==> src/design/dpbc_pkg.sv <==
// Shared types, code points and level tables for the decoded picture buffer count block.
// No dependencies; compiled first.
`default_nettype none

package dpbc_pkg;

    // field widths
    localparam int unsigned STD_W    = 2;
    localparam int unsigned LVL_W    = 8;
    localparam int unsigned REORD_W  = 5;
    localparam int unsigned DIM_W    = 14;
    localparam int unsigned MINBUF_W = 6;
    localparam int unsigned VIEWS_W  = 5;
    localparam int unsigned NUM_W    = 7;
    localparam int unsigned STAT_W   = 2;

    // macroblock geometry
    localparam int unsigned MB_SIZE  = 16;
    localparam int unsigned MB_SHIFT = $clog2(MB_SIZE);
    localparam int unsigned MBD_W    = DIM_W + 1 - MB_SHIFT;   // macroblocks along one side
    localparam int unsigned MBS_W    = 2 * MBD_W;              // macroblocks per frame

    // divider chain: quotient only needs to reach the cap of 16
    localparam int unsigned QUO_W    = 5;
    localparam int unsigned DVD_W    = 18;                     // largest MaxDpbMbs entry
    localparam int unsigned CMP_W    = MBS_W + QUO_W - 1;

    localparam int unsigned SIZE_W   = 2 * DIM_W;              // luma samples per picture
    localparam int unsigned LIM_W    = 26;                     // largest MaxLumaPs entry
    localparam int unsigned HELD_W   = 6;

    localparam int unsigned HELD_CAP      = 16;
    localparam int unsigned HEVC_DPB_BASE = 6;
    localparam int unsigned HEVC_LEVEL_LO = 30;
    localparam int unsigned HEVC_LEVEL_HI = 186;
    localparam int unsigned COUNT_MAX     = 127;

    // codec standard codes
    localparam logic [STD_W-1:0] STD_H264 = 2'd0;
    localparam logic [STD_W-1:0] STD_HEVC = 2'd1;
    localparam logic [STD_W-1:0] STD_JPEG = 2'd2;
    localparam logic [STD_W-1:0] STD_NONE = 2'd3;

    // status codes
    localparam logic [STAT_W-1:0] ST_OK          = 2'd0;
    localparam logic [STAT_W-1:0] ST_UNSUPPORTED = 2'd1;
    localparam logic [STAT_W-1:0] ST_BAD_MINOR   = 2'd2;
    localparam logic [STAT_W-1:0] ST_NO_LIMIT    = 2'd3;

    typedef struct packed {
        logic [STD_W-1:0]    std;
        logic [REORD_W-1:0]  reorder;
        logic [MINBUF_W-1:0] minbuf;
        logic [VIEWS_W-1:0]  views;
        logic                ilace;
        logic                hev_oor;     // HEVC level outside the table
        logic [STAT_W-1:0]   hev_status;
        logic [2:0]          hev_idx;
        logic [1:0]          hev_minor;
    } dpbc_hdr_t;

    typedef struct packed {
        dpbc_hdr_t           hdr;
        logic [SIZE_W-1:0]   size;
    } dpbc_tag_t;

    typedef struct packed {
        logic [DVD_W-1:0]    rem;
        logic [MBS_W-1:0]    dvs;
        logic [QUO_W-1:0]    quo;
    } dpbc_div_t;

    localparam logic [DVD_W-1:0] AVC_DPB_MBS [0:5][0:3] = '{
        '{18'd396,    18'd396,    18'd396,    18'd396},
        '{18'd396,    18'd900,    18'd2376,   18'd2376},
        '{18'd2376,   18'd4752,   18'd8100,   18'd8100},
        '{18'd8100,   18'd18000,  18'd20480,  18'd20480},
        '{18'd32768,  18'd32768,  18'd34816,  18'd34816},
        '{18'd110400, 18'd184320, 18'd184320, 18'd184320}
    };

    localparam logic [LIM_W-1:0] HEVC_LUMA_PS [0:5][0:2] = '{
        '{26'd36864,    26'd0,        26'd0},
        '{26'd122880,   26'd245760,   26'd0},
        '{26'd552960,   26'd983040,   26'd0},
        '{26'd2228224,  26'd2228224,  26'd0},
        '{26'd8912896,  26'd8912896,  26'd8912896},
        '{26'd35651584, 26'd35651584, 26'd35651584}
    };

    function automatic logic [DVD_W-1:0] avc_dpb_mbs(input logic [2:0] major,
                                                     input logic [1:0] minor);
        logic [DVD_W-1:0] v;
        v = '0;
        if (major <= 3'd5)
        begin
            v = AVC_DPB_MBS[major][minor];
        end
        return v;
    endfunction

    function automatic logic [LIM_W-1:0] hevc_luma_ps(input logic [2:0] idx,
                                                      input logic [1:0] minor);
        logic [LIM_W-1:0] v;
        v = '0;
        if (idx <= 3'd5 && minor <= 2'd2)
        begin
            v = HEVC_LUMA_PS[idx][minor];
        end
        return v;
    endfunction

endpackage

`default_nettype wire

==> src/design/dpbc_if.sv <==
// Handshake channels of the block: header summary in, buffer count out.
// Depends on dpbc_pkg for field widths.
`default_nettype none

interface dpbc_hdr_if;
    import dpbc_pkg::*;
    logic                valid;
    logic                ready;
    logic [STD_W-1:0]    codec_std;
    logic [LVL_W-1:0]    level_idc;
    logic [REORD_W-1:0]  reorder_pictures;
    logic [DIM_W-1:0]    max_width;
    logic [DIM_W-1:0]    max_height;
    logic [DIM_W-1:0]    pic_width;
    logic [DIM_W-1:0]    pic_height;
    logic [MINBUF_W-1:0] min_buffers;
    logic [VIEWS_W-1:0]  view_count;
    logic                interlaced;

    modport source (output valid, codec_std, level_idc, reorder_pictures, max_width,
                    max_height, pic_width, pic_height, min_buffers, view_count,
                    interlaced, input ready);
    modport sink   (input valid, codec_std, level_idc, reorder_pictures, max_width,
                    max_height, pic_width, pic_height, min_buffers, view_count,
                    interlaced, output ready);
    modport mon    (input valid, ready, codec_std, level_idc, reorder_pictures,
                    max_width, max_height, pic_width, pic_height, min_buffers,
                    view_count, interlaced);
endinterface

interface dpbc_res_if;
    import dpbc_pkg::*;
    logic              valid;
    logic              ready;
    logic [NUM_W-1:0]  num_pictures;
    logic [STAT_W-1:0] status;

    modport source (output valid, num_pictures, status, input ready);
    modport sink   (input valid, num_pictures, status, output ready);
    modport mon    (input valid, ready, num_pictures, status);
endinterface

`default_nettype wire

==> src/design/dpbc_front.sv <==
// Front end: level decode and table lookups, then the frame-size multiplies.
// Two pipeline stages. Depends on dpbc_pkg and dpbc_if.
`default_nettype none

module dpbc_front (
    input  wire logic             clk,
    input  wire logic             rst_n,
    dpbc_hdr_if.sink              hdr,
    output logic                  dn_valid,
    input  wire logic             dn_ready,
    output dpbc_pkg::dpbc_div_t   dn_div,
    output dpbc_pkg::dpbc_tag_t   dn_tag
);
    import dpbc_pkg::*;

    localparam int unsigned SUM_W = DIM_W + 1;

    logic               adv1;
    logic               adv2;

    logic [15:0]        lvl_x10;
    logic [4:0]         avc_major_raw;
    logic [LVL_W-1:0]   avc_minor_raw;
    logic [2:0]         avc_major;
    logic [1:0]         avc_minor;
    logic [15:0]        lvl_x30;
    logic [3:0]         hev_major;
    logic [LVL_W-1:0]   hev_rem;
    logic [SUM_W-1:0]   mbw_sum;
    logic [SUM_W-1:0]   mbh_sum;

    dpbc_hdr_t          s1_hdr_next;
    logic [DVD_W-1:0]   s1_dvd_next;
    logic [MBD_W-1:0]   s1_mbw_next;
    logic [MBD_W-1:0]   s1_mbh_next;

    logic               s1_v_reg;
    dpbc_hdr_t          s1_hdr_reg;
    logic [DVD_W-1:0]   s1_dvd_reg;
    logic [MBD_W-1:0]   s1_mbw_reg;
    logic [MBD_W-1:0]   s1_mbh_reg;
    logic [DIM_W-1:0]   s1_pw_reg;
    logic [DIM_W-1:0]   s1_ph_reg;

    logic [MBS_W-1:0]   s2_mbs_next;
    logic [SIZE_W-1:0]  s2_size_next;

    logic               s2_v_reg;
    dpbc_hdr_t          s2_hdr_reg;
    logic [DVD_W-1:0]   s2_dvd_reg;
    logic [MBS_W-1:0]   s2_mbs_reg;
    logic [SIZE_W-1:0]  s2_size_reg;

    assign adv2      = !s2_v_reg || dn_ready;
    assign adv1      = !s1_v_reg || adv2;
    assign hdr.ready = adv1;

    always_comb
    begin
        // level / 10 by reciprocal, exact for 8-bit values
        lvl_x10       = 16'(hdr.level_idc) * 16'd205;
        avc_major_raw = lvl_x10[15:11];
        avc_minor_raw = hdr.level_idc - (8'(avc_major_raw) * 8'd10);
        avc_major     = (avc_major_raw > 5'd5) ? 3'd5 : avc_major_raw[2:0];
        avc_minor     = (avc_minor_raw > 8'd3) ? 2'd3 : avc_minor_raw[1:0];

        // level / 30 by reciprocal, exact for 8-bit values
        lvl_x30   = 16'(hdr.level_idc) * 16'd137;
        hev_major = lvl_x30[15:12];
        hev_rem   = hdr.level_idc - (8'(hev_major) * 8'd30);

        s1_hdr_next.std     = hdr.codec_std;
        s1_hdr_next.reorder = hdr.reorder_pictures;
        s1_hdr_next.minbuf  = hdr.min_buffers;
        s1_hdr_next.views   = hdr.view_count;
        s1_hdr_next.ilace   = hdr.interlaced;
        s1_hdr_next.hev_oor = (hdr.level_idc < LVL_W'(HEVC_LEVEL_LO)) ||
                              (hdr.level_idc > LVL_W'(HEVC_LEVEL_HI));
        s1_hdr_next.hev_idx = 3'(hev_major - 4'd1);

        s1_hdr_next.hev_minor = 2'd0;
        if (hev_rem >= 8'd6)
        begin
            s1_hdr_next.hev_minor = 2'd2;
        end
        else if (hev_rem >= 8'd3)
        begin
            s1_hdr_next.hev_minor = 2'd1;
        end

        if (hev_rem >= 8'd9)
        begin
            s1_hdr_next.hev_status = ST_BAD_MINOR;
        end
        else if (hevc_luma_ps(s1_hdr_next.hev_idx, s1_hdr_next.hev_minor) == '0)
        begin
            s1_hdr_next.hev_status = ST_NO_LIMIT;
        end
        else
        begin
            s1_hdr_next.hev_status = ST_OK;
        end

        s1_dvd_next = avc_dpb_mbs(avc_major, avc_minor);

        mbw_sum     = SUM_W'(hdr.max_width) + SUM_W'(MB_SIZE - 1);
        mbh_sum     = SUM_W'(hdr.max_height) + SUM_W'(MB_SIZE - 1);
        s1_mbw_next = mbw_sum[SUM_W-1:MB_SHIFT];
        s1_mbh_next = mbh_sum[SUM_W-1:MB_SHIFT];
    end

    assign s2_mbs_next  = MBS_W'(s1_mbw_reg) * MBS_W'(s1_mbh_reg);
    assign s2_size_next = SIZE_W'(s1_pw_reg) * SIZE_W'(s1_ph_reg);

    always_ff @(posedge clk or negedge rst_n)
    begin
        if (!rst_n)
        begin
            s1_v_reg <= 1'b0;
            s2_v_reg <= 1'b0;
        end
        else
        begin
            if (adv1)
            begin
                s1_v_reg <= hdr.valid;
            end
            if (adv2)
            begin
                s2_v_reg <= s1_v_reg;
            end
        end
    end

    always_ff @(posedge clk)
    begin
        if (adv1 && hdr.valid)
        begin
            s1_hdr_reg <= s1_hdr_next;
            s1_dvd_reg <= s1_dvd_next;
            s1_mbw_reg <= s1_mbw_next;
            s1_mbh_reg <= s1_mbh_next;
            s1_pw_reg  <= hdr.pic_width;
            s1_ph_reg  <= hdr.pic_height;
        end
        if (adv2 && s1_v_reg)
        begin
            s2_hdr_reg  <= s1_hdr_reg;
            s2_dvd_reg  <= s1_dvd_reg;
            s2_mbs_reg  <= s2_mbs_next;
            s2_size_reg <= s2_size_next;
        end
    end

    assign dn_valid    = s2_v_reg;
    assign dn_div.rem  = s2_dvd_reg;
    assign dn_div.dvs  = s2_mbs_reg;
    assign dn_div.quo  = '0;
    assign dn_tag.hdr  = s2_hdr_reg;
    assign dn_tag.size = s2_size_reg;

endmodule

`default_nettype wire

==> src/design/dpbc_cell.sv <==
// One restoring-division cell: settles one quotient bit and passes the word on.
// Depends on dpbc_pkg.
`default_nettype none

module dpbc_cell #(
    parameter int unsigned SHIFT = 0
) (
    input  wire logic                 clk,
    input  wire logic                 rst_n,
    input  wire logic                 up_valid,
    output logic                      up_ready,
    input  wire dpbc_pkg::dpbc_div_t  up_div,
    input  wire dpbc_pkg::dpbc_tag_t  up_tag,
    output logic                      dn_valid,
    input  wire logic                 dn_ready,
    output dpbc_pkg::dpbc_div_t       dn_div,
    output dpbc_pkg::dpbc_tag_t       dn_tag
);
    import dpbc_pkg::*;

    logic               adv;
    logic [CMP_W-1:0]   trial;
    logic [CMP_W-1:0]   rem_ext;
    logic [CMP_W-1:0]   diff;
    logic               ge;
    dpbc_div_t          div_next;

    logic               v_reg;
    dpbc_div_t          div_reg;
    dpbc_tag_t          tag_reg;

    assign adv      = !v_reg || dn_ready;
    assign up_ready = adv;

    always_comb
    begin
        trial            = CMP_W'(up_div.dvs) << SHIFT;
        rem_ext          = CMP_W'(up_div.rem);
        ge               = rem_ext >= trial;
        diff             = rem_ext - trial;
        div_next.dvs     = up_div.dvs;
        div_next.rem     = ge ? diff[DVD_W-1:0] : up_div.rem;
        div_next.quo     = up_div.quo | (QUO_W'(ge) << SHIFT);
    end

    always_ff @(posedge clk or negedge rst_n)
    begin
        if (!rst_n)
        begin
            v_reg <= 1'b0;
        end
        else if (adv)
        begin
            v_reg <= up_valid;
        end
    end

    always_ff @(posedge clk)
    begin
        if (adv && up_valid)
        begin
            div_reg <= div_next;
            tag_reg <= up_tag;
        end
    end

    assign dn_valid = v_reg;
    assign dn_div   = div_reg;
    assign dn_tag   = tag_reg;

endmodule

`default_nettype wire

==> src/design/dpbc_back.sv <==
// Back end: picks the held count per standard, applies minimum, multiview and
// interlace adjustments, and holds the result word. Depends on dpbc_pkg, dpbc_if.
`default_nettype none

module dpbc_back (
    input  wire logic                 clk,
    input  wire logic                 rst_n,
    input  wire logic                 up_valid,
    output logic                      up_ready,
    input  wire dpbc_pkg::dpbc_div_t  up_div,
    input  wire dpbc_pkg::dpbc_tag_t  up_tag,
    dpbc_res_if.source                res
);
    import dpbc_pkg::*;

    logic                adv;
    logic [LIM_W-1:0]    limit;
    logic [SIZE_W-1:0]   lim_x;
    logic [SIZE_W-1:0]   lim_q1;
    logic [SIZE_W-1:0]   lim_q2;
    logic [SIZE_W-1:0]   lim_q3;
    logic [HELD_W-1:0]   avc_held;
    logic [HELD_W-1:0]   hev_held;
    logic [HELD_W-1:0]   held;
    logic [HELD_W-1:0]   floor_n;
    logic [8:0]          multi_n;
    logic [8:0]          total_n;
    logic [STAT_W-1:0]   status_next;
    logic [NUM_W-1:0]    num_next;

    logic                v_reg;
    logic [NUM_W-1:0]    num_reg;
    logic [STAT_W-1:0]   status_reg;

    assign adv      = !v_reg || res.ready;
    assign up_ready = adv;

    always_comb
    begin
        // quotient bit 4 set means at least 16 (also catches a zero divisor)
        if (up_tag.hdr.reorder != '0)
        begin
            avc_held = HELD_W'(up_tag.hdr.reorder);
        end
        else if (up_div.quo[QUO_W-1])
        begin
            avc_held = HELD_W'(HELD_CAP);
        end
        else
        begin
            avc_held = HELD_W'(up_div.quo[QUO_W-2:0]);
        end

        limit  = hevc_luma_ps(up_tag.hdr.hev_idx, up_tag.hdr.hev_minor);
        lim_x  = SIZE_W'(limit);
        lim_q1 = lim_x >> 2;
        lim_q2 = lim_x >> 1;
        lim_q3 = (lim_x + (lim_x << 1)) >> 2;
        if (up_tag.size <= lim_q1)
        begin
            hev_held = HELD_W'(HELD_CAP);
        end
        else if (up_tag.size <= lim_q2)
        begin
            hev_held = HELD_W'(2 * HEVC_DPB_BASE);
        end
        else if (up_tag.size <= lim_q3)
        begin
            hev_held = HELD_W'((4 * HEVC_DPB_BASE) / 3);
        end
        else
        begin
            hev_held = HELD_W'(HEVC_DPB_BASE);
        end

        held        = '0;
        status_next = ST_OK;
        case (up_tag.hdr.std)
            STD_H264:
            begin
                held = avc_held;
            end
            STD_HEVC:
            begin
                if (up_tag.hdr.hev_oor)
                begin
                    held = up_tag.hdr.minbuf;
                end
                else
                begin
                    held        = hev_held;
                    status_next = up_tag.hdr.hev_status;
                end
            end
            STD_JPEG:
            begin
                held = '0;
            end
            default:
            begin
                status_next = ST_UNSUPPORTED;
            end
        endcase

        floor_n = (held < up_tag.hdr.minbuf) ? up_tag.hdr.minbuf : held;
        if (up_tag.hdr.views > VIEWS_W'(1))
        begin
            multi_n = (9'(floor_n) << 1) + 9'(up_tag.hdr.views) - 9'd1;
        end
        else
        begin
            multi_n = 9'(floor_n);
        end
        total_n = multi_n + (up_tag.hdr.ilace ? 9'd2 : 9'd1);

        if (status_next != ST_OK)
        begin
            num_next = '0;
        end
        else if (total_n > 9'(COUNT_MAX))
        begin
            num_next = NUM_W'(COUNT_MAX);
        end
        else
        begin
            num_next = total_n[NUM_W-1:0];
        end
    end

    always_ff @(posedge clk or negedge rst_n)
    begin
        if (!rst_n)
        begin
            v_reg <= 1'b0;
        end
        else if (adv)
        begin
            v_reg <= up_valid;
        end
    end

    always_ff @(posedge clk)
    begin
        if (adv && up_valid)
        begin
            num_reg    <= num_next;
            status_reg <= status_next;
        end
    end

    assign res.valid        = v_reg;
    assign res.num_pictures = num_reg;
    assign res.status       = status_reg;

endmodule

`default_nettype wire

==> src/design/decoded_picture_buffer_count.sv <==
// Registered path: two front stages, five divider cells, one output stage, in that order.
// Throughput: one word per cycle while the result channel is not stalled (res.ready high).
// Any stage whose word is taken onward (or that is empty) takes a new word, so gaps close up.
// Reset: rst_n asynchronous active low clears all stage valid bits; no clearing pass.
// Depends on dpbc_pkg, dpbc_if, dpbc_front, dpbc_cell, dpbc_back.
`default_nettype none

module decoded_picture_buffer_count (
    input  wire logic   clk,
    input  wire logic   rst_n,
    dpbc_hdr_if.sink    hdr,
    dpbc_res_if.source  res
);
    import dpbc_pkg::*;

    logic        lnk_valid [0:QUO_W];
    logic        lnk_ready [0:QUO_W];
    dpbc_div_t   lnk_div   [0:QUO_W];
    dpbc_tag_t   lnk_tag   [0:QUO_W];

    dpbc_front u_front (
        .clk      (clk),
        .rst_n    (rst_n),
        .hdr      (hdr),
        .dn_valid (lnk_valid[0]),
        .dn_ready (lnk_ready[0]),
        .dn_div   (lnk_div[0]),
        .dn_tag   (lnk_tag[0])
    );

    // highest quotient bit first
    for (genvar i = 0; i < QUO_W; i++)
    begin : g_cell
        dpbc_cell #(
            .SHIFT (QUO_W - 1 - i)
        ) u_cell (
            .clk      (clk),
            .rst_n    (rst_n),
            .up_valid (lnk_valid[i]),
            .up_ready (lnk_ready[i]),
            .up_div   (lnk_div[i]),
            .up_tag   (lnk_tag[i]),
            .dn_valid (lnk_valid[i+1]),
            .dn_ready (lnk_ready[i+1]),
            .dn_div   (lnk_div[i+1]),
            .dn_tag   (lnk_tag[i+1])
        );
    end

    dpbc_back u_back (
        .clk      (clk),
        .rst_n    (rst_n),
        .up_valid (lnk_valid[QUO_W]),
        .up_ready (lnk_ready[QUO_W]),
        .up_div   (lnk_div[QUO_W]),
        .up_tag   (lnk_tag[QUO_W]),
        .res      (res)
    );

endmodule

`default_nettype wire

==> src/flat_wrapper.sv <==
// flat-port wrapper written by rule: the top's interface ports become plain ports
module decoded_picture_buffer_count_flat import dpbc_pkg::*;
  (clk, rst_n, hdr_valid, hdr_codec_std, hdr_level_idc, hdr_reorder_pictures, hdr_max_width, hdr_max_height, hdr_pic_width, hdr_pic_height, hdr_min_buffers, hdr_view_count, hdr_interlaced, hdr_ready, res_valid, res_num_pictures, res_status, res_ready);
  dpbc_hdr_if hdr_i ();
  dpbc_res_if res_i ();
  input  wire logic clk;
  input  wire logic rst_n;
  input wire logic [$bits(hdr_i.valid)-1:0] hdr_valid;
  input wire logic [$bits(hdr_i.codec_std)-1:0] hdr_codec_std;
  input wire logic [$bits(hdr_i.level_idc)-1:0] hdr_level_idc;
  input wire logic [$bits(hdr_i.reorder_pictures)-1:0] hdr_reorder_pictures;
  input wire logic [$bits(hdr_i.max_width)-1:0] hdr_max_width;
  input wire logic [$bits(hdr_i.max_height)-1:0] hdr_max_height;
  input wire logic [$bits(hdr_i.pic_width)-1:0] hdr_pic_width;
  input wire logic [$bits(hdr_i.pic_height)-1:0] hdr_pic_height;
  input wire logic [$bits(hdr_i.min_buffers)-1:0] hdr_min_buffers;
  input wire logic [$bits(hdr_i.view_count)-1:0] hdr_view_count;
  input wire logic [$bits(hdr_i.interlaced)-1:0] hdr_interlaced;
  output wire logic [$bits(hdr_i.ready)-1:0] hdr_ready;
  output wire logic [$bits(res_i.valid)-1:0] res_valid;
  output wire logic [$bits(res_i.num_pictures)-1:0] res_num_pictures;
  output wire logic [$bits(res_i.status)-1:0] res_status;
  input wire logic [$bits(res_i.ready)-1:0] res_ready;
  assign hdr_i.valid = hdr_valid;
  assign hdr_i.codec_std = hdr_codec_std;
  assign hdr_i.level_idc = hdr_level_idc;
  assign hdr_i.reorder_pictures = hdr_reorder_pictures;
  assign hdr_i.max_width = hdr_max_width;
  assign hdr_i.max_height = hdr_max_height;
  assign hdr_i.pic_width = hdr_pic_width;
  assign hdr_i.pic_height = hdr_pic_height;
  assign hdr_i.min_buffers = hdr_min_buffers;
  assign hdr_i.view_count = hdr_view_count;
  assign hdr_i.interlaced = hdr_interlaced;
  assign hdr_ready = hdr_i.ready;
  assign res_valid = res_i.valid;
  assign res_num_pictures = res_i.num_pictures;
  assign res_status = res_i.status;
  assign res_i.ready = res_ready;
  decoded_picture_buffer_count u_core (.clk(clk), .rst_n(rst_n), .hdr(hdr_i), .res(res_i));
endmodule
==> config.mk <==
export PLATFORM = sky130hd
export DESIGN_NAME = decoded_picture_buffer_count_flat
export DESIGN_NICKNAME = d
export VERILOG_FILES = /design/src/design/dpbc_pkg.sv /design/src/design/dpbc_if.sv /design/src/design/dpbc_front.sv /design/src/design/dpbc_cell.sv /design/src/design/dpbc_back.sv /design/src/design/decoded_picture_buffer_count.sv /design/src/flat_wrapper.sv
export SDC_FILE = /design/constraint.sdc
export NUM_CORES = 2
export LEC_CHECK = 0
export BUFFER_PORTS_ARGS = -buffer_cell sky130_fd_sc_hd__buf_4
export CORE_MARGIN = 2
export CORE_UTILIZATION = 64
export DETAILED_ROUTE_END_ITERATION = 6
export GPL_ROUTABILITY_DRIVEN = 0
export PLACE_DENSITY = 0.81
export RECOVER_POWER = 50
export SLEW_MARGIN = 40
export SYNTH_ARGS = -nofsm -noshare
export SYNTH_HDL_FRONTEND = slang
export SYNTH_SLANG_ARGS = --single-unit
==> constraint.sdc <==
create_clock -name clk -period 9.3 [get_ports clk]
set_clock_uncertainty 0.15 [all_clocks]
set_input_delay 1.86 -clock clk [delete_from_list [all_inputs] [get_ports clk]]
set_output_delay 1.86 -clock clk [all_outputs]
set_load 0.02 [all_outputs]
==> flow_summary.ini <==
[worst_setup_path]
start_kind = register
path_delay_family = compound AO/OA/AOI/OAI gates
cpMostUsedCell = ha_1
slowest_delay_ns = 0.45
worst_path_max_delay_cell = edfxtp_1
endpoint_kind = register
critical_path_arrival_ns = 9.30
crit_buf_inv = 5
worstSetupPathType = reg2reg
crit_fanout = 8
crit_required_ns = 9.62

[place]
io_buffers = 97
dpl.cell_count = 4153
dpl_cell_area_sq_um = 41700
hpwl_um = 55500

[status]
outcome = finished, violations left
violations = capacitance limit, slew limit

[layout]
instances_no_fill = 4282
nets = 4141
drive_above_1_share = 0.0865
largest_reg_flops = 275
stdcell_area_sq_um = 44000
area_growth_pct = 9.97
diodes = 0

[timing]
min_period_ns = 8.98
min_period_over_period = 0.965
report.final.setup_viol = 0
hold_viol_final = 0
timing.slew.headroom = -1.20
fmax_ghz = 0.111
finalMaxSlewViolations = 161
tightest_slew_ns = 3.30

[clock_tree]
cts.path.max_buffers = 3
clockRootBuffer = clkbuf_16
clk_latency_ns = 0.63
h-tree-depth = 3
clkTransAtPathRegs_ns = 0.06
cts_tree = built
cts_made_buffers = 66
cts_sinks = 644

[routing]
ant_nets = 0
routed_via_density = 5.77
wl_um = 76800
dr.pass1.iters = 6
routedWlPerCell_um = 17.9
drtIter0Drc = 1962
vias = 24700
drc = 0

[synthesis]
synth_flop_cell = edfxtp_1
synth_area_leaders = edfxtp_1 48%, ha_1 13%, fa_1 12%
synth-async-reset-ratio = 0.0124
synth_edf_count = 636
netlist_area_sq_um = 40000
synth_common_cells = 636 x edfxtp_1, 475 x inv_1, 413 x ha_1
yosysTopAreaCell = edfxtp_1
yosysMostFrequentCell = edfxtp_1
synth-seq-cells = 644
yosysUniqueCellTypes = 82
synth_top_area_share = 0.477
yosys_warnings = 0
ys_seq_area_frac = 0.482
syn-instance-count = 3276
syn-num-nets = 4023
avgSynthCellArea_sq_um = 12.2

[floorplan]
floorplan.initialDensity = 0.648
chipHeight_um = 254
die-area_sq_um = 64500
ios = 98
chipWidth_um = 254
rows = 91
core_area_sq_um = 61700

[global_route]
grt_pass1_wl_um = 125000
grt_pass1_vias = 25600
grt_max_degree = 73
antenna_found_initial = 2
globalRouteTotalUtil = 0.245
grt_overflow = 0

[power_and_ir_drop]
power_leakage_uw = 0.0192
ir_worst_vdd_mv = 0.306
p_per_area_nw_per_um2 = 323

[min_path]
min_path_type = reg2reg

[run]
drv_cap = 4
layout make-up:
type	count	area [sq um]
fill	3965	17700
clock buffer	82	1710
clock inverter	37	473
inverter	475	1780
multi-input combinational	2085	18800
sequential	644	19300
tap	837	1050
timing repair buffer	122	890
timing repair:
action	4_1_cts	5_1_grt
gates cloned	0	0
setup endpoints to repair	7	7
gates resized for setup	2	25
setup buffers	2	8
hold buffers	0	0
pin swaps	0	10
through the flow:
| step | power (uW) | util | hold WS [ns] | setup TNS, ns | setup slack, ns |
|---|---|---|---|---|---|
| after floorplan | 9810 | - | 0.250 | 0 | 0.450 |
| after detailed placement | 11400 | 0.675 | 0.255 | -1.58 | -0.253 |
| after global placement | 10900 | 0.675 | 0.251 | 0 | 0.271 |
| after global routing | 15300 | 0.713 | 0.256 | -0.851 | -0.145 |
| final | 14200 | 0.713 | 0.258 | 0 | 0.321 |
| after CTS | 14200 | 0.711 | 0.258 | 0 | 0.0192 |
power breakdown:
part           switching (uW)  total, uW  internal (uW)
clock network            1130       2660           1530
logic                    3880       6760           2880
registers                 387       4800           4420
final timing paths:
| path | slack, ns | from | to | cells after the start |
|---|---|---|---|---|
| worst min register to register | 0.26 | u_core.g_cell[0].u_cell.dn_tag[20] | u_core.g_cell[1].u_cell.dn_tag[20] | 0 |
| worst max register to register | 0.32 | u_core.g_cell[4].u_cell.dn_tag[30] | u_core.u_back.res.num_pictures[1] | 42 |
| worst max-delay path | 0.32 | u_core.g_cell[4].u_cell.dn_tag[30] | u_core.u_back.res.num_pictures[1] | 42 |
| max in group asynchronous | 7.69 | rst_n | u_core.g_cell[4].u_cell.dn_valid | 1 |
| worst min-delay path | 0.26 | u_core.g_cell[0].u_cell.dn_tag[20] | u_core.g_cell[1].u_cell.dn_tag[20] | 0 |
| min in group asynchronous | 1.00 | rst_n | u_core.u_front.dn_valid | 1 |
cell usage in the layout (no fill, tap or decap), types with 9 or more instances in the layout:
cell type	instances
edfxtp_1	636
inv_1	472
ha_1	412
nand2_1	311
fa_1	246
and2_1	139
o21ai_0	106
a21oi_1	105
nor2_1	91
xnor2_1	91
buf_4	67
clkbuf_16	66
xor2_1	53
a21o_1	49
clkbuf_4	44
nor3_1	35
nand2b_1	32
nand3_1	29
nor2b_1	29
nand4_1	27
o21a_1	26
clkbuf_1	25
mux2_2	22
or2_2	15
or3_1	15
o21bai_1	15
and3_1	14
o31ai_1	14
nor4_1	12
a21boi_0	12
a211oi_1	11
a31oi_1	11
and2_0	10
mux2i_1	10
clkinv_2	9
routing by layer:
metal  GRT usage  vias up  share of wire
li1            -    11500              -
met1       0.308    12000           0.40
met2       0.426      945           0.50
met3      0.0416      236          0.062
met4      0.0956        4          0.034
met5           0        -        0.00035
cells by family (layout without fill, tap and decap cells):
| logic type | count (synthesis) | in the layout | share of synthesized area |
|---|---|---|---|
| AND/OR/NAND/NOR | 805 | 805 | 0.100 |
| adder cells (fa/ha/maj) | 660 | 660 | 0.253 |
| flip-flops | 644 | 644 | 0.482 |
| buffers and inverters | 547 | 716 | 0.0517 |
| AO/OA/AOI/OAI | 441 | 441 | 0.0715 |
| XOR/XNOR | 146 | 146 | 0.0323 |
| multiplexers | 32 | 32 | 0.00870 |
| other | 1 | 1 | 0.0000937 |
(Power assumes the default switching activity.)
